==> src/hw/rtl/flh_pkg.sv <==
// -----------------------------------------------------------------------------
// flh_pkg: shared types and constants of the flame histogram plotter
// Beat layouts, configuration register map, pipeline state and fixed widths.
// -----------------------------------------------------------------------------
package flh_pkg;

  localparam int FIELD_W    = 10;
  localparam int WARM_W     = 8;
  localparam int CFG_IDX_W  = 3;
  localparam int CFG_DATA_W = 16;
  localparam int POINT_W    = 20;
  localparam int COLOR_W    = 17;
  localparam int RD_W       = 9;
  localparam int OUT_SUM_W  = 40;
  localparam int OUT_HIT_W  = 24;
  localparam int FRAC_W     = 16;
  localparam int PROD_W     = POINT_W + FIELD_W + 1;
  localparam int SCALED_W   = 32;
  localparam int PIX_W      = SCALED_W - FRAC_W;

  localparam logic [COLOR_W-1:0] ONE_Q16  = 17'h10000;
  localparam logic [WARM_W-1:0]  WARM_MAX = 8'hFF;

  localparam logic [FIELD_W-1:0] RST_ACTIVE_WIDTH  = 10'd512;
  localparam logic [FIELD_W-1:0] RST_ACTIVE_HEIGHT = 10'd512;
  localparam logic [FIELD_W-1:0] RST_VIEW_SCALE    = 10'd400;
  localparam logic [FIELD_W-1:0] RST_OFFSET_COL    = 10'd500;
  localparam logic [FIELD_W-1:0] RST_OFFSET_ROW    = 10'd500;
  localparam logic [WARM_W-1:0]  RST_WARMUP_ITEMS  = 8'd21;

  typedef enum logic [CFG_IDX_W-1:0] {
    CFG_ACTIVE_WIDTH  = 3'd0,
    CFG_ACTIVE_HEIGHT = 3'd1,
    CFG_VIEW_SCALE    = 3'd2,
    CFG_OFFSET_COL    = 3'd3,
    CFG_OFFSET_ROW    = 3'd4,
    CFG_WARMUP_ITEMS  = 3'd5
  } cfg_idx_e;

  typedef enum logic [1:0] {
    ST_CLEAR,
    ST_IDLE,
    ST_MAP,
    ST_UPDATE
  } state_e;

  typedef struct packed {
    logic [FIELD_W-1:0] active_width;
    logic [FIELD_W-1:0] active_height;
    logic [FIELD_W-1:0] view_scale;
    logic [FIELD_W-1:0] offset_col;
    logic [FIELD_W-1:0] offset_row;
    logic [WARM_W-1:0]  warmup_items;
  } cfg_t;

  typedef struct packed {
    logic [CFG_IDX_W-1:0]  idx;
    logic [CFG_DATA_W-1:0] wdata;
  } cfg_wr_t;

  typedef struct packed {
    logic                      mode;
    logic                      start_of_run;
    logic signed [POINT_W-1:0] point_x;
    logic signed [POINT_W-1:0] point_y;
    logic [COLOR_W-1:0]        color_index;
    logic [RD_W-1:0]           read_col;
    logic [RD_W-1:0]           read_row;
  } item_t;

  typedef struct packed {
    logic [OUT_SUM_W-1:0] red_sum;
    logic [OUT_SUM_W-1:0] green_sum;
    logic [OUT_SUM_W-1:0] blue_sum;
    logic [OUT_HIT_W-1:0] hit_count;
  } result_t;

  // mapper -> control
  typedef struct packed {
    logic               is_read;
    logic               plot_hit;
    logic               in_grid;
    logic [COLOR_W-1:0] color;
  } map_t;

  // control -> bin store
  typedef struct packed {
    logic               rd;
    logic               wr;
    logic [COLOR_W-1:0] color;
  } bin_req_t;

endpackage

==> src/hw/rtl/flh_cfg_if.sv <==
// -----------------------------------------------------------------------------
// flh_cfg_if: configuration write channel
// Valid/ready channel carrying a register index and write data per beat.
// -----------------------------------------------------------------------------
interface flh_cfg_if import flh_pkg::*; ();
  logic    valid;
  logic    ready;
  cfg_wr_t data;

  modport source (output valid, output data, input ready);
  modport sink   (input valid, input data, output ready);
endinterface

==> src/hw/rtl/flh_cfg_regs.sv <==
// -----------------------------------------------------------------------------
// flh_cfg_regs: configuration register file
// Holds the view transform, active grid and warm-up registers.
// -----------------------------------------------------------------------------
module flh_cfg_regs import flh_pkg::*; (
  input  logic clk_i,
  input  logic rst_ni,
  flh_cfg_if.sink cfg_i,
  output cfg_t cfg_o
);

  cfg_t cfg_q, cfg_d;

  assign cfg_i.ready = 1'b1;
  assign cfg_o       = cfg_q;

  always_comb begin
    cfg_d = cfg_q;
    if (cfg_i.valid) begin
      unique case (cfg_i.data.idx)
        CFG_ACTIVE_WIDTH:  cfg_d.active_width  = cfg_i.data.wdata[FIELD_W-1:0];
        CFG_ACTIVE_HEIGHT: cfg_d.active_height = cfg_i.data.wdata[FIELD_W-1:0];
        CFG_VIEW_SCALE:    cfg_d.view_scale    = cfg_i.data.wdata[FIELD_W-1:0];
        CFG_OFFSET_COL:    cfg_d.offset_col    = cfg_i.data.wdata[FIELD_W-1:0];
        CFG_OFFSET_ROW:    cfg_d.offset_row    = cfg_i.data.wdata[FIELD_W-1:0];
        CFG_WARMUP_ITEMS:  cfg_d.warmup_items  = cfg_i.data.wdata[WARM_W-1:0];
        default: ;
      endcase
    end
  end

  always_ff @(posedge clk_i or negedge rst_ni) begin
    if (!rst_ni) begin
      cfg_q.active_width  <= RST_ACTIVE_WIDTH;
      cfg_q.active_height <= RST_ACTIVE_HEIGHT;
      cfg_q.view_scale    <= RST_VIEW_SCALE;
      cfg_q.offset_col    <= RST_OFFSET_COL;
      cfg_q.offset_row    <= RST_OFFSET_ROW;
      cfg_q.warmup_items  <= RST_WARMUP_ITEMS;
    end else begin
      cfg_q <= cfg_d;
    end
  end

endmodule

==> src/flat_wrapper.sv <==
// flat-port wrapper written by rule: the top's interface ports become plain ports
module flh_cfg_regs_flat import flh_pkg::*;
  (clk_i, rst_ni, cfg_o, cfg_i_valid, cfg_i_data, cfg_i_ready);
  flh_cfg_if cfg_i_i ();
  input  logic clk_i;
  input  logic rst_ni;
  output cfg_t cfg_o;
  input wire logic [$bits(cfg_i_i.valid)-1:0] cfg_i_valid;
  input wire logic [$bits(cfg_i_i.data)-1:0] cfg_i_data;
  output wire logic [$bits(cfg_i_i.ready)-1:0] cfg_i_ready;
  assign cfg_i_i.valid = cfg_i_valid;
  assign cfg_i_i.data = cfg_i_data;
  assign cfg_i_ready = cfg_i_i.ready;
  flh_cfg_regs u_core (.clk_i(clk_i), .rst_ni(rst_ni), .cfg_i(cfg_i_i), .cfg_o(cfg_o));
endmodule
==> config.mk <==
export PLATFORM = sky130hd
export DESIGN_NAME = flh_cfg_regs_flat
export DESIGN_NICKNAME = d
export VERILOG_FILES = /design/src/hw/rtl/flh_pkg.sv /design/src/hw/rtl/flh_cfg_if.sv /design/src/hw/rtl/flh_cfg_regs.sv /design/src/flat_wrapper.sv
export SDC_FILE = /design/constraint.sdc
export NUM_CORES = 1
export LEC_CHECK = 0
export ABC_AREA = 1
export BUFFER_PORTS_ARGS = -buffer_cell sky130_fd_sc_hd__buf_2
export CAP_MARGIN = 25
export CORE_MARGIN = 2
export CORE_UTILIZATION = 49
export DETAILED_ROUTE_END_ITERATION = 12
export PLACE_DENSITY_LB_ADDON = 0.08
export SYNTH_ARGS = -nofsm -noshare
export SYNTH_HDL_FRONTEND = slang
export SYNTH_SLANG_ARGS = --single-unit
==> constraint.sdc <==
create_clock -name clk_i -period 0.9 [get_ports clk_i]
set_input_delay 0.045 -clock clk_i [delete_from_list [all_inputs] [get_ports clk_i]]
set_output_delay 0.045 -clock clk_i [all_outputs]
set_load 0.1 [all_outputs]
## Yosys cells after proc, flatten, opt, wreduce, memory -nomap -nowiden

Cells that the tools add are included.

- Register bits: 58
- Bits of input ports: 22
- Output and inout bits: 59

- Eq/ne operators: 5
- Reduce and logical (&&, ||, !) cells: 7

Operator list:

| operator | number |
|---|---|
| 2-bit AND reduction | 6 |
| 3-bit by 2-bit == test with 1-bit output (second input constant) | 2 |
| 3-bit == test (second input constant) | 2 |
| 3-bit by 1-bit == test with 1-bit output (second input constant) | 1 |
| 3-bit logical NOT | 1 |

## Depth between registers and ports, before layout

- Depth after elaboration: 2
- Gate-level depth with buffers: 5
- Mapped depth without buffers: 5

## Worst setup path after synthesis

No wires, ideal clock.

- Path type: reg-to-reg
- Start point: reg u_core.cfg_o[18] (netlist name)
- End point: reg u_core.cfg_q (netlist bit u_core.cfg_o[18])
- Library setup time: 68 ps
- Arrival time: 1,088 ps
- Path slack: -256 ps
- Cell stages (with the launch flop): 3
- Buffers on the path: 0
- Period minus slack after synthesis: 1,156 ps
- Cell sequence: dfrtp_1 > nand2_1 > nand2_1

RTL lines:

| item | line | text |
|---|---|---|
| end signal, assigned | flh_cfg_regs.sv:41 | `cfg_q <= cfg_d;` |
| end, declared | flh_cfg_regs.sv:12 | `cfg_t cfg_q, cfg_d;` |

## Worst setup path in the final report

- Start point: reg u_core.cfg_q (netlist bit u_core.cfg_o[47])
- End point: out cfg_o[47] (netlist bit)

RTL lines:

| item | line | text |
|---|---|---|
| end, declared | flat_wrapper.sv:7 | `output cfg_t cfg_o;` |

No word-level cell between the ends.

==> results by group <==
STA
  – RSZ-0062 raised after global routing: yes
  – Final hold slack: around 0.020 ns
  – Worst setup margin: -0.315 ns
  – Final Slew Violations: 0
  – Fmax achieved: 823 MHz
  – Final min period: 1.22 ns
  – Hold Vio Cnt, Final: 0
  – # setup viols final: 60
  – Final period utilization: 135%
  – Final Skew: 0 ns

Detailed routing
  – 1st-pass router iterations: 4
  – Detailed Route WL: 7710 um
  – Vias per Instance: 5.25
  – ANT nets after route: 0
  – DR vias: 2,298
  – Avg WL per Cell: 17.6 um
  – DRT iter0 DRCs: 198
  – Remaining DRCs: 0

Setup path
  – Worst path depth: 1
  – Worst EP arrival: 1.17 ns
  – Crit path max fanout: 2
  – Worst path buffer plus inverter count: 1
  – Slowest stage delay, CP: 0.65 ns
  – Cells along the critical path: buf_12
  – Worst-case reg-to-reg path depth: 3
  – Critical Path RT: 0.85 ns
  – Worst setup EP type: output pin
  – Startpoint types: flop
  – Setup CP Type: reg -> out
  – CP top delay family: flip-flops
  – Crit-path slowest cell: dfstp_4

Placement
  – Gpl congestion: 0.816
  – Dpl hpwl: 4690 um
  – Placed Area: 0.00387 sq mm
  – Port Buffer Count: 73

Synth
  – Asr flop ratio synth: between 90% and 100%
  – Sequential fraction of the synthesis area: around three fifths
  – Synthesized instance count: 264
  – Yosys top cell area share: 39.8%
  – Synthesized net count: between 200 and 300
  – Mean post-synth cell area: 9.06 sq um
  – Synth cell count leaders: nand2_1, nand3_1, dfrtp_1, dfstp_2, nand2_2
  – Count leader, synth: nand2_1
  – Seq cells post-synth: 58
  – Post-Syn Area: 0.00239 sq mm
  – Main area contributors after synthesis: dfrtp_1, dfstp_2, nand2_1
  – Leading area contributor after synthesis: dfrtp_1
  – Netlist cell types: 13
  – Synth Warn #: 0
  – EDFF count, synth: 0
  – Main synth FF type: dfrtp_1

Global routing
  – Maximum number of pins on one net before global-route repair: 59
  – Vias in the first global route: 2,402
  – First-pass GRT wire length: about 12,000 um
  – GRT overflow: 0
  – Initial antenna violation count: 0
  – All-Layer GR Usage: 31.0%

Clock tree
  – CTS tree: built
  – Number of buffers created by CTS: 9
  – Worst-path clk slew: 0.07 ns
  – H-tree depth: 3
  – CTS sink count: between 50 and 60
  – Clock latency on the worst-skew pair: 0.35 ns
  – Root buffer cell: clkbuf_8
  – CTS Buffer Depth: 2

Power
  – Leak: 0.00204 uW
  – Clock power frac: approximately 22%
  – Comb pwr share: 49.2%
  – Sw Pwr: 6180 uW
  – Net switching fraction of the power: approximately 45%
  – P_int: 7570 uW
  – Final Power: 13,800 uW
  – Sequential power share: 29.0%
  – VDD IR max: 2.09 mV
  – PD cells: 3210 mW/mm^2

Cells and area
  – Syn-to-layout area delta: 79.1%
  – Post-route cell area: 0.00428 sq mm
  – Max reg flops: just under 60
  – Nets: 388
  – Layout cells sized above 1: 50.4%
  – N_diodes: 0

Die
  – Core area: 0.00472 sq mm
  – DIE WIDTH: 73.9 um
  – Die area: 0.00545 sq mm
  – Initial Util: 50.6%
  – FP Rows: 25
  – # IOs: slightly above 80
  – Die Y: 73.9 um

Outcome
  – Status: complete, but fails checks
  – Failing checks: negative setup slack

Min path
  – Cell depth of the worst hold path: 3
  – Hold crit path type: in -> reg

Job
  – Total of max-cap violations: 0
logic make-up (layout without fill, tap and decap cells):
family / Yosys count / after routing / share of synthesized area [%]
AND/OR/NAND/NOR: 190 / 190 / 33.8
flip-flops: 58 / 58 / 61.7
buffers and inverters: 15 / 122 / 4.29
other: 1 / 1 / 0.157
placed cells by master, fill, tap and decap left out, drive strengths merged:
cell and count:
buf 93, dlygate4sd3 7, conb 1, bufinv 2
dfstp 20, clkbuf 13, nand2 144, dfrtp 38
clkinvlp 1, inv 6, nor2 6, nand3 40
area by class of cell:
type,instances,area (sq um)
clock buffer,13,180
clock inverter,3,67.6
fill,184,440
inverter,6,22.5
multi-input combinational,191,825
sequential,58,1600
tap,67,83.8
timing repair buffer,100,1510
metrics by stage:
step | setup TNS (ns) | util, % | instances | setup WS, ns
after global routing | -10.30 | 90.7 | 438 | -0.327
after floorplan | -1.21 | - | 264 | -0.0606
after CTS | -9.73 | 89.7 | 435 | -0.319
after detailed placement | -0.785 | 82.0 | 406 | -0.0668
final | -9.55 | 90.7 | 438 | -0.315
after global placement | 0 | 82.0 | 406 | 0.0136
power groups by stage:
stage | Combinational, uW | Sequential (uW) | Clock [uW]
CTS | 6720 | 3990 | 2980
detailed placement | 6580 | 4020 | 0
global placement | 6480 | 3990 | 0
floorplan | 506 | 7370 | 0
finish | 6770 | 3990 | 2990
global route | 6950 | 4050 | 3080
path summary, 6_finish.rpt:
path / from / slack, ns / endpoint
max in group asynchronous: rst_ni / 0.38 / u_core.cfg_o[47]
max reg2reg: u_core.cfg_o[36] / -0.01 / u_core.cfg_o[36]
min in group asynchronous: rst_ni / 0.22 / u_core.cfg_o[28]
max: u_core.cfg_o[47] / -0.32 / cfg_o[47]
min reg2reg: u_core.cfg_o[40] / 0.52 / u_core.cfg_o[40]
min: cfg_i_data[4] / 0.02 / u_core.cfg_o[4]
metal layers:
| metal | wire length, um | track usage, % |
|---|---|---|
| met1 | 2680 | 35.7 |
| met2 | 4210 | 53.5 |
| met3 | 530 | 6.31 |
| met4 | 281 | 17.0 |
| met5 | 0 | 0 |
worst register-to-register path, cell delays in order, from the launching register on:
cell and delay [ns]:
dfstp_4 0.64, buf_6 0.09, nand2_2 0.04, nand2_2 0.08
what timing repair did:
item / CTS / global route
setup buffers: 6 / 3
pin swaps: 0 / 3
endpoints found under the hold margin: 68 / 0
hold buffers: 7 / 0
endpoints found under the setup margin: 58 / 61
gates resized for setup: 0 / 8
No activity file was read; power rests on OpenSTA's default activity.
