<file path="src/hw/rtl/flh_pkg.sv">
// -----------------------------------------------------------------------------
// flh_pkg: shared types and constants of the flame histogram plotter
// Beat layouts, configuration register map, pipeline state and fixed widths.
// -----------------------------------------------------------------------------
package flh_pkg;

  localparam int FIELD_W    = 10;
  localparam int WARM_W     = 8;
  localparam int CFG_IDX_W  = 3;
  localparam int CFG_DATA_W = 16;
  localparam int POINT_W    = 20;
  localparam int COLOR_W    = 17;
  localparam int RD_W       = 9;
  localparam int OUT_SUM_W  = 40;
  localparam int OUT_HIT_W  = 24;
  localparam int FRAC_W     = 16;
  localparam int PROD_W     = POINT_W + FIELD_W + 1;
  localparam int SCALED_W   = 32;
  localparam int PIX_W      = SCALED_W - FRAC_W;

  localparam logic [COLOR_W-1:0] ONE_Q16  = 17'h10000;
  localparam logic [WARM_W-1:0]  WARM_MAX = 8'hFF;

  localparam logic [FIELD_W-1:0] RST_ACTIVE_WIDTH  = 10'd512;
  localparam logic [FIELD_W-1:0] RST_ACTIVE_HEIGHT = 10'd512;
  localparam logic [FIELD_W-1:0] RST_VIEW_SCALE    = 10'd400;
  localparam logic [FIELD_W-1:0] RST_OFFSET_COL    = 10'd500;
  localparam logic [FIELD_W-1:0] RST_OFFSET_ROW    = 10'd500;
  localparam logic [WARM_W-1:0]  RST_WARMUP_ITEMS  = 8'd21;

  typedef enum logic [CFG_IDX_W-1:0] {
    CFG_ACTIVE_WIDTH  = 3'd0,
    CFG_ACTIVE_HEIGHT = 3'd1,
    CFG_VIEW_SCALE    = 3'd2,
    CFG_OFFSET_COL    = 3'd3,
    CFG_OFFSET_ROW    = 3'd4,
    CFG_WARMUP_ITEMS  = 3'd5
  } cfg_idx_e;

  typedef enum logic [1:0] {
    ST_CLEAR,
    ST_IDLE,
    ST_MAP,
    ST_UPDATE
  } state_e;

  typedef struct packed {
    logic [FIELD_W-1:0] active_width;
    logic [FIELD_W-1:0] active_height;
    logic [FIELD_W-1:0] view_scale;
    logic [FIELD_W-1:0] offset_col;
    logic [FIELD_W-1:0] offset_row;
    logic [WARM_W-1:0]  warmup_items;
  } cfg_t;

  typedef struct packed {
    logic [CFG_IDX_W-1:0]  idx;
    logic [CFG_DATA_W-1:0] wdata;
  } cfg_wr_t;

  typedef struct packed {
    logic                      mode;
    logic                      start_of_run;
    logic signed [POINT_W-1:0] point_x;
    logic signed [POINT_W-1:0] point_y;
    logic [COLOR_W-1:0]        color_index;
    logic [RD_W-1:0]           read_col;
    logic [RD_W-1:0]           read_row;
  } item_t;

  typedef struct packed {
    logic [OUT_SUM_W-1:0] red_sum;
    logic [OUT_SUM_W-1:0] green_sum;
    logic [OUT_SUM_W-1:0] blue_sum;
    logic [OUT_HIT_W-1:0] hit_count;
  } result_t;

  // mapper -> control
  typedef struct packed {
    logic               is_read;
    logic               plot_hit;
    logic               in_grid;
    logic [COLOR_W-1:0] color;
  } map_t;

  // control -> bin store
  typedef struct packed {
    logic               rd;
    logic               wr;
    logic [COLOR_W-1:0] color;
  } bin_req_t;

endpackage

</file>
<file path="src/hw/rtl/flh_mapper.sv">
// -----------------------------------------------------------------------------
// flh_mapper: final transform, warm-up count and bin address
// Registers the scaled point on accept, then offsets, clips and forms the
// linear bin address for either a plot or a read item.
// -----------------------------------------------------------------------------
module flh_mapper import flh_pkg::*; #(
  parameter int GRID_WIDTH  = 512,
  parameter int GRID_HEIGHT = 512,
  parameter int ADDR_W      = 18
) (
  input  logic              clk_i,
  input  logic              rst_ni,
  input  logic              accept_i,
  input  item_t             item_i,
  input  cfg_t              cfg_i,
  output map_t              map_o,
  output logic [ADDR_W-1:0] addr_o
);

  localparam int COL_W = $clog2(GRID_WIDTH);
  localparam int ROW_W = $clog2(GRID_HEIGHT);

  logic [WARM_W-1:0]        items_q, items_d;
  logic [WARM_W-1:0]        run_idx;
  logic                     is_read_q;
  logic                     keep_q;
  logic signed [PROD_W-1:0] prod_x_q;
  logic signed [PROD_W-1:0] prod_y_q;
  logic [COLOR_W-1:0]       color_q;
  logic [RD_W-1:0]          read_col_q;
  logic [RD_W-1:0]          read_row_q;

  logic [PIX_W:0]   x_pix, y_pix;
  logic [PIX_W-1:0] col_sel, row_sel;
  logic             read_in_grid;

  // {on grid, pixel index}
  function automatic logic [PIX_W:0] to_pixel(
    input logic signed [PROD_W-1:0] prod,
    input logic [FIELD_W-1:0]       offset,
    input logic [FIELD_W-1:0]       active,
    input logic [PIX_W-1:0]         grid
  );
    logic signed [SCALED_W-1:0] p;
    logic [PIX_W-1:0]           lim;
    logic [PIX_W-1:0]           idx;
    p   = SCALED_W'(prod) + $signed({6'b0, offset, 16'b0});
    lim = (PIX_W'(active) < grid) ? PIX_W'(active) : grid;
    idx = p[SCALED_W-1:FRAC_W];
    return {!p[SCALED_W-1] && (idx < lim), idx};
  endfunction

  always_comb begin
    run_idx = item_i.start_of_run ? '0 : items_q;
    items_d = items_q;
    if (accept_i && !item_i.mode) begin
      items_d = (run_idx == WARM_MAX) ? WARM_MAX : run_idx + 8'd1;
    end
  end

  always_ff @(posedge clk_i or negedge rst_ni) begin
    if (!rst_ni) begin
      items_q <= '0;
    end else begin
      items_q <= items_d;
    end
  end

  always_ff @(posedge clk_i) begin
    if (accept_i) begin
      is_read_q  <= item_i.mode;
      keep_q     <= (run_idx >= cfg_i.warmup_items);
      prod_x_q   <= item_i.point_x * $signed({1'b0, cfg_i.view_scale});
      prod_y_q   <= item_i.point_y * $signed({1'b0, cfg_i.view_scale});
      color_q    <= (item_i.color_index > ONE_Q16) ? ONE_Q16 : item_i.color_index;
      read_col_q <= item_i.read_col;
      read_row_q <= item_i.read_row;
    end
  end

  always_comb begin
    x_pix = to_pixel(prod_x_q, cfg_i.offset_col, cfg_i.active_width, PIX_W'(GRID_WIDTH));
    y_pix = to_pixel(prod_y_q, cfg_i.offset_row, cfg_i.active_height, PIX_W'(GRID_HEIGHT));
    read_in_grid = (PIX_W'(read_col_q) < PIX_W'(GRID_WIDTH)) &&
                   (PIX_W'(read_row_q) < PIX_W'(GRID_HEIGHT));
    col_sel = is_read_q ? PIX_W'(read_col_q) : x_pix[PIX_W-1:0];
    row_sel = is_read_q ? PIX_W'(read_row_q) : y_pix[PIX_W-1:0];

    map_o.is_read  = is_read_q;
    map_o.plot_hit = !is_read_q && keep_q && x_pix[PIX_W] && y_pix[PIX_W];
    map_o.in_grid  = read_in_grid;
    map_o.color    = color_q;
  end

  // address of an off-grid read is don't-care, the result is masked later
  assign addr_o = ADDR_W'(ADDR_W'(row_sel[ROW_W-1:0]) * ADDR_W'(GRID_WIDTH))
                + ADDR_W'(col_sel[COL_W-1:0]);

endmodule

</file>
<file path="config.mk">
export PLATFORM = sky130hd
export DESIGN_NAME = flh_mapper
export DESIGN_NICKNAME = d
export VERILOG_FILES = /design/src/hw/rtl/flh_pkg.sv /design/src/hw/rtl/flh_mapper.sv
export SDC_FILE = /design/constraint.sdc
export NUM_CORES = 1
export LEC_CHECK = 0
export ABC_AREA = 1
export BUFFER_PORTS_ARGS = -buffer_cell sky130_fd_sc_hd__buf_2
export CELL_PAD_IN_SITES_DETAIL_PLACEMENT = 1
export CELL_PAD_IN_SITES_GLOBAL_PLACEMENT = 2
export CORE_UTILIZATION = 37
export DETAILED_ROUTE_END_ITERATION = 8
export MAX_ROUTING_LAYER = met4
export PLACE_DENSITY = 0.8
export SETUP_SLACK_MARGIN = 0.3
export SKIP_LAST_GASP = 1
export SYNTH_ARGS = -nofsm -noshare
export SYNTH_HDL_FRONTEND = slang
export SYNTH_SLANG_ARGS = --single-unit
</file>
<file path="constraint.sdc">
create_clock -name clk_i -period 3.13 [get_ports clk_i]
set_input_delay 0.313 -clock clk_i [delete_from_list [all_inputs] [get_ports clk_i]]
set_output_delay 0.313 -clock clk_i [all_outputs]
set_load 0.02 [all_outputs]
</file>
[Word level (Yosys, flattened, before mapping)]
Cells that the tools add are included.
Storage, ports and cells
  register bits after elaboration: 107
  bits in latches: 0
  RAM bits: 0
  memory bits (read-only): 0
  input bits: 138
  output and inout port bits: 38
  logic and storage cells: 37
  memories kept: 0
Cells by class
  add/subtract/negate cells: 4
  $mul: 2
  div/mod/pow operators: 0
  order comparisons: 6
  eq/ne operators: 1
  shift-type cells: 0
  muxes and demuxes: 6
  bitwise operators: 0
  reductions and logical operators: 10
Operators by type and width (number)
  adder 31 x 27 -> 32 bit: 2
  multiplier 20 x 11 -> 31 bit: 2
  < comparator 16 x 10 -> 1 bit: 2
  < comparator 10 bit, second input constant: 2
  2-to-1 mux 10 bit: 2
  adder 18 x 9 -> 18 bit: 1
  2-to-1 mux 9 bit: 2
  greater-than comparator 17 bit, second input constant: 1
  2-to-1 mux 8 bit: 2
  adder 8 x 1 -> 8 bit, second input constant: 1
  == test 8 bit, second input constant: 1
  >= comparator 8 bit: 1
  logical AND 1 bit: 6
  zero test 1 bit: 4

[Logic depth before layout (Yosys ltp)]
Gate-level depths: netlist of run 1.
  depth after elaboration: 6
  mapped depth: 25
  gate-level depth less buffers: 24

[Worst setup path before layout of run 1]
OpenSTA, ideal clock, no wires.
  path type: input port to flip-flop
  start: in item_i[54] (netlist bit)
  end: reg prod_y_q[26], data pin
  setup time: 0.260 ns
  arrival: 4.479 ns
  required time: 2.870 ns
  path slack: -1.609 ns
  stages: 17
  path buffers: 1
  path through: clkbuf_1 nand2_1 fa_1 inv_1 fa_1 fa_1 fa_1 inv_1 fa_1 inv_1 ha_1 a21oi_1 a21boi_0 o21ai_0 a21oi_1 nand2_1 xor2_1
On the way
  word-level cells in the longest chain between the ends: 1
Ends and longest elaborated chain
  from (decl): RTL line flh_mapper.sv:14  | input item_t item_i,
  multiplier 20 x 11 -> 31 bit: RTL line flh_mapper.sv:74  | prod_y_q <= item_i.point_y * $signed({1'b0, cfg_i.view_scale});
  to (signal assigned): RTL line flh_mapper.sv:74
  to (decl): RTL line flh_mapper.sv:28  | logic signed [PROD_W-1:0] prod_y_q;
No other way between the ends.
A chain may end at the register's enable or synchronous reset.

[Worst setup path after layout of run 1]
  start: in cfg_i[30] (netlist bit)
  end: reg prod_x_q[26], data pin
On the way
  word-level cells in the longest chain between the ends: 1
Ends and longest elaborated chain
  from (decl): RTL line flh_mapper.sv:15  | input cfg_t cfg_i,
  multiplier 20 x 11 -> 31 bit: RTL line flh_mapper.sv:73  | prod_x_q <= item_i.point_x * $signed({1'b0, cfg_i.view_scale});
  to (signal assigned): RTL line flh_mapper.sv:73
  to (decl): RTL line flh_mapper.sv:27  | logic signed [PROD_W-1:0] prod_x_q;
No other way between the ends.

==> results of run 1 <==
-- critical path, delay by kind of cell --
kind / cells / cell delay [ps]
AO/OA/AOI/OAI: 4 / 680
adder cells (fa/ha/maj): 6 / 2810
XOR/XNOR: 1 / 150
buffers and inverters: 7 / 570
AND/OR/NAND/NOR: 2 / 160
-- cells by family after synthesis --
group | count (synthesis) | synth area share
simple gates | 934 | 0.1859
buf+inv | 854 | 0.1616
fa+ha+maj | 533 | 0.4657
compound gates | 180 | 0.05205
flops | 75 | 0.1105
xor+xnor | 55 | 0.02405
other cells | 1 | 0.0001873
-- placed cells by master, fill, tap and decap left out, drive strengths merged, types with 4 or more instances in the layout --
cell type / instances
ha: 179
nand4: 15
a21o: 16
o21ai: 45
buf: 511
clkbuf: 22
nor3: 19
xor2: 38
a22oi: 4
nand2: 705
a21boi: 4
xnor2: 17
nor2: 128
clkinv: 5
inv: 765
fa: 354
nand3: 58
o21a: 5
edfxtp: 67
a31oi: 10
o21bai: 6
a21oi: 84
dfrtp: 8
nor4: 6
-- what timing repair did --
item	in CTS	in global routing
pin swaps	131	164
hold buffers	1	0
endpoints found under the setup margin	31	34
gates resized for setup	237	263
gates cloned	10	5
endpoints found under the hold margin	8	0
buffers inserted	15	23
-- metal layers --
layer  share of wire  up-vias  routed length, um
met2            0.49      308              32790
met1            0.46     9111              30820
li1                -     8558                  -
met3           0.032       39               2124
met4           0.011        0                741
met5               0        -                  0
-- metrics by stage --
stage	setup TNS [ps]	cell area, sq um	setup slack (ps)
2_1_floorplan	-34510	21470	-1263
3_3_place_gp	-53970	24640	-1904
3_5_place_dp	-56290	24640	-1992
4_1_cts	-39810	26210	-1373
5_1_grt	-45140	27470	-1575
6_report	-40240	27470	-1454
-- Yosys cell counts, drive strengths merged --
cell type | instances | area share
a211oi | 1 | 0.00038
a21boi | 4 | 0.0015
a21o | 16 | 0.0061
a21oi | 84 | 0.021
a22o | 1 | 0.00044
a22oi | 4 | 0.0015
a31oi | 10 | 0.0031
a32oi | 1 | 0.00044
buf | 16 | 0.0046
clkbuf | 74 | 0.014
clkinv | 2 | 0.00038
conb | 1 | 0.00019
dfrtp | 8 | 0.010
edfxtp | 67 | 0.10
fa | 354 | 0.35
ha | 179 | 0.11
inv | 762 | 0.14
nand2 | 705 | 0.13
nand3 | 58 | 0.015
nand3b | 2 | 0.00075
nand4 | 15 | 0.0050
nor2 | 128 | 0.025
nor3 | 19 | 0.0056
nor4 | 6 | 0.0019
o2111ai | 1 | 0.00044
o21a | 5 | 0.0019
o21ai | 45 | 0.012
o21bai | 6 | 0.0024
o221ai | 2 | 0.00087
or2 | 1 | 0.00031
xnor2 | 17 | 0.0074
xor2 | 38 | 0.017
-- worst max-delay path by stage --
stage,cells past startpoint,from,to
final,20,cfg_i[30],prod_x_q[26]
after global routing,20,cfg_i[31],prod_x_q[28]
after CTS,18,cfg_i[33],prod_x_q[30]
after detailed placement,20,cfg_i[35],prod_y_q[24]
after global placement,19,cfg_i[33],prod_y_q[29]
after floorplan,18,cfg_i[34],prod_y_q[30]
-- registers in the layout (all words and copies together), names as in the netlist --
register	count
prod_x_q	15
color_q	17
prod_y_q	15
read_col_q	9
is_read_q	1
keep_q	1
items_q	8
read_row_q	9
-- final cells by class --
| cell class | instances | area (sq um) |
|---|---|---|
| clock buffers | 9 | 225.2 |
| multi-input cells | 1703 | 16830 |
| fillers | 6337 | 25500 |
| inverters | 764 | 2875 |
| clock inverters | 7 | 73.82 |
| well taps | 688 | 860.8 |
| diodes | 1 | 2.502 |
| flip-flops and latches | 75 | 2212 |
| repair buffers | 526 | 4388 |
==> run metrics, run 1 <==
status=finished with violations; failing checks=setup timing; RSZ-0062 raised after global routing=true; sequential element share of the synthesized area=0.1105; MaxCap Viol Count=0; Tmin final=4584 ps; placed cell count=3702; Row Count=between 80 and 90; starting density of the core=0.3780; CP max-delay cell=fa_2; final setup vio count=31; synthesized area per cell=7.608 sq um; critical path arrival=4690 ps; Yosys warnings=0; final net count=3750; WP data required=3240 ps; CP max FO=7; Final Slew Violations=0; drt pass-1 iters=4; CTS HTree Levels=3; CP Launch Type=input pin; total CTS buffers=9; met2 Use GR=0.4235; antenna violations before repair=2; Final Hold Fails=0; CTS max path bufs=2; chip height=234.6 um; Final ANT Viol Nets=0; chip width=approximately 230 um; met1 Usage GRT=0.3297; I/O Pins=between 150 and 200; total number of vias=18020; reg-to-reg startpoint=items_q[0]; grt ovf=0; Synth Instances=2632; Relative slew margins=0.3407; Slew @ Worst Pin=988.9 ps; Die ar.=55060 sq um; crit-path cells=buf_12 > buf_12 > buf_12 > nand2_4 > fa_1 > fa_2 > inv_2 > fa_2 > fa_1 > inv_2 > fa_1 > inv_2 > ha_4 > a21oi_4 > inv_2 > a31oi_4 > o21ai_2 > a21oi_1 > nand2_2 > xor2_1; Clk pin slew, worst setup/hold paths=70 ps; Critical Path Most Common Cell=inv_2; All-Layer GR Usage=0.2516; skew final=slightly above 8 ps; WL/cell=17.62 um; IO buf count=174; grt met3 use=0.02831; hold path start=item_i[10]; final hold slack=132.0 ps; worst min-delay path class=input pin to flip-flop; syn nets=3303; final worst-path cycle share=1.464; CP peak stage delay=~550 ps; vias in the first global route=a little over 20000; DP Wirelength=54.08 mm; clock latency on the worst-skew pair=360 ps; clock root cell=clkbuf_16; Area Overhead vs Synth=37.18%; RePlAce Congestion=a little under 0.9; largest net degree at the start of global routing=68; hold-critical path endpoint=read_col_q[1]; reg2reg end=items_q[7]; Hold Crit Depth=1; final worst-path setup slack=-1454 ps; via density per instance=4.775; post-layout util=0.5186; final wirelength=~66 mm; Distinct cells, synth=48; Residual DRC=0; final non-filler cell total=between 3000 and 4000; first-pass GRT wire length=107.0 mm; fmax=218.2 MHz; CTS tree=yes; critical path class=input pin to flip-flop; fraction of layout cells with a size suffix above 1=0.3311; Sink Count=75; grt peak-use layer=met2; reg2reg setup slack=approximately 1300 ps; Worst Reg2Reg Path Length in Cells=11; DRT iter0 DRCs=695; Core Region=52970 sq um; Yosys reg bits=75; Setup crit end kind=flip-flop; Syn Std Cell Area=20030 sq um
Power of run 1 is not shown: default switching activity piles up to over one toggle a cycle in this logic, so the estimate is an artifact.
==> run 2: changes to the inputs <==
--- a/config.mk
+++ b/config.mk
@@ -9,10 +9,10 @@
 export BUFFER_PORTS_ARGS = -buffer_cell sky130_fd_sc_hd__buf_2
 export CELL_PAD_IN_SITES_DETAIL_PLACEMENT = 1
 export CELL_PAD_IN_SITES_GLOBAL_PLACEMENT = 2
-export CORE_UTILIZATION = 37
+export CORE_UTILIZATION = 40
 export DETAILED_ROUTE_END_ITERATION = 8
 export MAX_ROUTING_LAYER = met4
-export PLACE_DENSITY = 0.8
+export PLACE_DENSITY = 0.85
 export SETUP_SLACK_MARGIN = 0.3
 export SKIP_LAST_GASP = 1
 export SYNTH_ARGS = -nofsm -noshare
==> constraint.sdc (replaced) <==
create_clock -name clk_i -period 5.32 [get_ports clk_i]
set_input_delay 0.532 -clock clk_i [delete_from_list [all_inputs] [get_ports clk_i]]
set_output_delay 0.532 -clock clk_i [all_outputs]
set_load 0.02 [all_outputs]
==> run metrics, run 2 (synthesis gave the netlist of run 1 again) <==
met2 WL post-DR=29.57 mm; Final Slew Violations=0; CTS max path bufs=2; DP Wirelength=slightly above 50 mm; Final ANT Viol Nets=0; Slew @ Worst Pin=930.8 ps; Tmin final=4902 ps; critical path's top delay family=adder cells; Die ar.=between 50000 and 60000 sq um; crit-path cells=buf_2 > buf_12 > buf_4 > nand2_1 > fa_2 > fa_1 > fa_1 > inv_1 > fa_1 > fa_1 > ha_1 > nand2_1 > nand2_1 > a31oi_1 > o21ai_0 > nand2_1 > nand4_1 > xor2_2; Relative slew margins=0.3794; most common cell after layout, fill and taps aside=inv_1; starting density of the core=0.4074; most frequent cells in the layout=756 x inv_1, 693 x nand2_1, 348 x fa_1, 167 x buf_2, 162 x ha_1; clock root cell=clkbuf_16; Row Count=81; CP peak stage delay=590 ps; Pleak=13.26 nW; Final Hold Fails=0; worst path bufs/invs=4; met1 wire length=28.24 mm; skew final=roughly 4.2 ps; final setup vio count=0; IO buf count=174; Area Overhead vs Synth=15.16%; status=completed; fraction of layout cells with a size suffix above 1=0.1329; final worst-path cycle share=0.9214; top flop regs=color_q: 17 flops, prod_x_q: 15 flops, prod_y_q: 15 flops; All-Layer GR Usage=0.2517; max reg flops=17; CP Launch Type=input pin; DRT iter0 DRCs=658; Pwr Density=691.9 nW/um^2; Clk pin slew, worst setup/hold paths=70 ps; fmax=around 200 MHz; CTS HTree Levels=3; Residual DRC=0; worst min-delay path class=input pin to flip-flop; RSZ-0062 raised after global routing=true; antenna violations before repair=3; largest register by flop count=color_q; grt ovf=0; largest net degree at the start of global routing=68; placed cell count=3458; total number of vias=16870; via density per instance=4.839; post-layout util=0.4692; Setup crit end kind=flip-flop; critical path class=input pin to flip-flop; first-pass GRT wire length=97.66 mm; highest routed layer=met4; final net count=3488; I/O Pins=approximately 180; WL met3=2.105 mm; total CTS buffers=9; Sink Count=75; RePlAce Congestion=0.8853; clock latency on the worst-skew pair=360 ps; vias in the first global route=18780; chip height=around 230 um; Core Region=49150 sq um; final non-filler cell total=3487; CP max FO=14; WL/cell=17.45 um; WP data required=5430 ps; CTS tree=yes; critical path arrival=5010 ps; CP max-delay cell=fa_2; chip width=225.8 um; Place WS=-114.2 ps; drt pass-1 iters=5; MaxCap Viol Count=0; peak supply drop=just under 0.0004 V; final worst-path setup slack=~420 ps; final wirelength=60.86 mm; final hold slack=343.8 ps; total chip power=15.96 mW
[run 2: cell count changes in the layout (fill, tap and decap cells not counted), sizes merged]
cell / delta
buf: -258
clkbuf: -3
bufbuf: -1
inv: -1
clkinvlp: +1
bufinv: +1
clkinv: -1
[run 2: final timing paths]
check,from,to,slack [ps],depth (start not counted)
max reg2reg,items_q[0],items_q[7],3470,11
max,cfg_i[30],prod_y_q[24],420,18
min reg2reg,items_q[7],items_q[7],520,2
max in group asynchronous,rst_ni,items_q[5],4600,2
min in group asynchronous,rst_ni,items_q[0],540,2
min,item_i[6],read_row_q[6],340,1
[run 2: area by class of cell]
| cell class | instances | area [sq um] |
|---|---|---|
| flip-flops and latches | 75 | 2212 |
| repair buffers | 264 | 1849 |
| inverters | 764 | 2868 |
| clock buffers | 9 | 225.2 |
| diodes | 1 | 2.502 |
| clock inverters | 7 | 100.1 |
| well taps | 664 | 830.8 |
| multi-input cells | 1703 | 14970 |
| fillers | 6150 | 26090 |
[run 2: metrics by stage]
step           area (sq um)  TNS (ps)
3_5_place_dp          22090    -453.5
6_report              23060         0
4_1_cts               22440         0
3_3_place_gp          22090         0
5_1_grt               23060         0
2_1_floorplan         20030         0
[run 2: timing repair]
| action | 4_1_cts | 5_1_grt |
|---|---|---|
| hold buffers | 1 | 0 |
| pin swaps | 0 | 22 |
| endpoints found under the hold margin | 8 | 0 |
| resized for setup | 1 | 106 |
| endpoints found under the setup margin | 1 | 26 |
| buffers inserted | 0 | 4 |
| cloned | 0 | 7 |
[run 2: metal layers]
metal,global-route usage,up-vias
met5,-,-
met4,0.04740,0
li1,-,8022
met3,0.02303,55
met1,0.3245,8493
met2,0.4321,303
[run 2: where the power goes]
part           switching (mW)  internal (mW)
clock network           0.285          0.415
registers               0.134           1.16
logic                    8.36           5.60
total                    8.78           7.18
No activity file was read; power rests on OpenSTA's default activity.
==> run 3: changes to the inputs <==
--- a/config.mk
+++ b/config.mk
@@ -6,13 +6,12 @@
 export NUM_CORES = 1
 export LEC_CHECK = 0
 export ABC_AREA = 1
-export BUFFER_PORTS_ARGS = -buffer_cell sky130_fd_sc_hd__buf_2
 export CELL_PAD_IN_SITES_DETAIL_PLACEMENT = 1
 export CELL_PAD_IN_SITES_GLOBAL_PLACEMENT = 2
-export CORE_UTILIZATION = 40
+export CORE_UTILIZATION = 43
 export DETAILED_ROUTE_END_ITERATION = 8
-export MAX_ROUTING_LAYER = met4
-export PLACE_DENSITY = 0.85
+export DONT_BUFFER_PORTS = 1
+export PLACE_DENSITY = 0.86
 export SETUP_SLACK_MARGIN = 0.3
 export SKIP_LAST_GASP = 1
 export SYNTH_ARGS = -nofsm -noshare
==> run metrics, run 3 (synthesis gave the netlist of run 1 again) <==
Final Hold Fails=0; CTS HTree Levels=3; IO buf count=0; DRT iter0 DRCs=632; final setup vio count=0; Tmin final=4817 ps; peak supply drop=between 0.0003 and 0.0004 V; I/O Pins=176; CP Launch Type=input pin; critical path's top delay family=adder cells; final worst-path setup slack=slightly above 500 ps; most common cell after layout, fill and taps aside=inv_1; WP data required=between 5000 and 6000 ps; DP Wirelength=between 40 and 50 mm; Clk pin slew, worst setup/hold paths=70 ps; Core Region=45670 sq um; placed cell count=3147; Final ANT Viol Nets=0; final wirelength=about 56 mm; Hold Crit Depth=0; CTS tree=yes; Pwr Density=roughly 660 nW/um^2; clock root cell=clkbuf_16; final net count=about 3200; CTS max path bufs=2; RePlAce Congestion=0.8450; post-layout util=0.4543; Sink Count=75; clock latency on the worst-skew pair=between 300 and 400 ps; reg2reg setup slack=3500 ps; WL/cell=17.73 um; via density per instance=~5; Critical Path Stages=19; Pleak=12.03 nW; fraction of layout cells with a size suffix above 1=0.01716; Worst Reg2Reg Path Length in Cells=11; CP max-delay cell=fa_1; crit-path cells=nand2_1 > fa_1 > fa_1 > inv_1 > fa_1 > fa_1 > inv_1 > fa_1 > inv_1 > ha_1 > a21oi_2 > inv_1 > a31oi_1 > o21ai_1 > a21o_2 > nand2_1 > nand2_1 > nand2_1 > nand2_1; total number of vias=15760; number of fill cells=about 5700; Place WS=52.22 ps; total CTS buffers=9; fmax=207.6 MHz; RSZ-0062 raised after global routing=false; chip width=217.8 um; max reg flops=17; vias in the first global route=between 15000 and 20000; final hold slack=247.6 ps; MaxCap Viol Count=0; Relative slew margins=0.5488; drt pass-1 iters=4; status=completed; antenna violations before repair=2; postcts setup bufs=0; Row Count=78; grt ovf=0; Die ar.=47440 sq um; worst min-delay path class=input pin to flip-flop; Residual DRC=0; Slew @ Worst Pin=669.7 ps; Area Overhead vs Synth=3.611%; starting density of the core=0.4384; Setup TNS=0 ps; final worst-path cycle share=0.9054; worst path bufs/invs=4; critical path arrival=4920 ps; chip height=about 220 um; final non-filler cell total=3164; All-Layer GR Usage=0.2465; Final Slew Violations=0; largest register by flop count=color_q; top flop regs=color_q: 17 flops, prod_x_q: 15 flops, prod_y_q: 15 flops; CP max FO=40; CP peak stage delay=540 ps; Setup crit end kind=flip-flop; skew final=7.983 ps; first-pass GRT wire length=between 90 and 100 mm; ANT cells=0; most frequent cells in the layout=759 x inv_1, 699 x nand2_1, 354 x fa_1, 179 x ha_1, 124 x nor2_1; critical path class=input pin to flip-flop; largest net degree at the start of global routing=69
-- run 3: cell types whose count changed in the layout (fill, tap and decap cells not counted), moves of 13 or more --
cell / change
ha_1: +17
buf_4: -64
buf_12: -13
a21oi_2: -17
ha_4: -13
buf_2: -167
a21oi_1: +17
-- run 3: cell type report --
cell class | instances | area, sq um | area share
clock inverters | 7 | 57.56 | 0.002774
multi-input cells | 1703 | 14590 | 0.7031
flip-flops and latches | 75 | 2212 | 0.1066
repair buffers | 6 | 47.55 | 0.002292
well taps | 600 | 750.7 | 0.03618
clock buffers | 9 | 225.2 | 0.01085
inverters | 764 | 2868 | 0.1382
-- run 3: worst paths after layout --
check / start / endpoint
min in group asynchronous: rst_ni / items_q[2]
max in group asynchronous: rst_ni / items_q[6]
worst min register to register: items_q[7] / items_q[7]
worst max-delay path: cfg_i[30] / prod_x_q[22]
worst max register to register: items_q[0] / items_q[7]
worst min-delay path: item_i[34] / color_q[16]
-- run 3: per-layer routing --
layer / vias up / part of all wire / GRT usage
met1: 7909 / 0.45 / 0.3179
li1: 7495 / - / -
met4: 0 / 0.016 / 0.05408
met3: 54 / 0.049 / 0.04547
met2: 298 / 0.49 / 0.4282
met5: - / 0 / 0
-- run 3: what timing repair did --
action	4_1_cts	5_1_grt
hold buffers	1	0
endpoints found under the hold margin	8	0
endpoints found under the setup margin	0	4
resized for setup	0	3
-- run 3: report_power, final --
group | internal, mW | switching [mW]
clock network | 0.324 | 0.288
registers | 1.17 | 0.162
logic | 4.15 | 7.55
total | 5.64 | 8.00
-- run 3: metrics by stage --
| step | area [sq um] | total power [mW] |
|---|---|---|
| after global placement | 20440 | 12.80 |
| final | 20750 | 13.64 |
| after floorplan | 20030 | 9.572 |
| after global routing | 20750 | 15.42 |
| after detailed placement | 20440 | 13.08 |
| after CTS | 20740 | 13.78 |
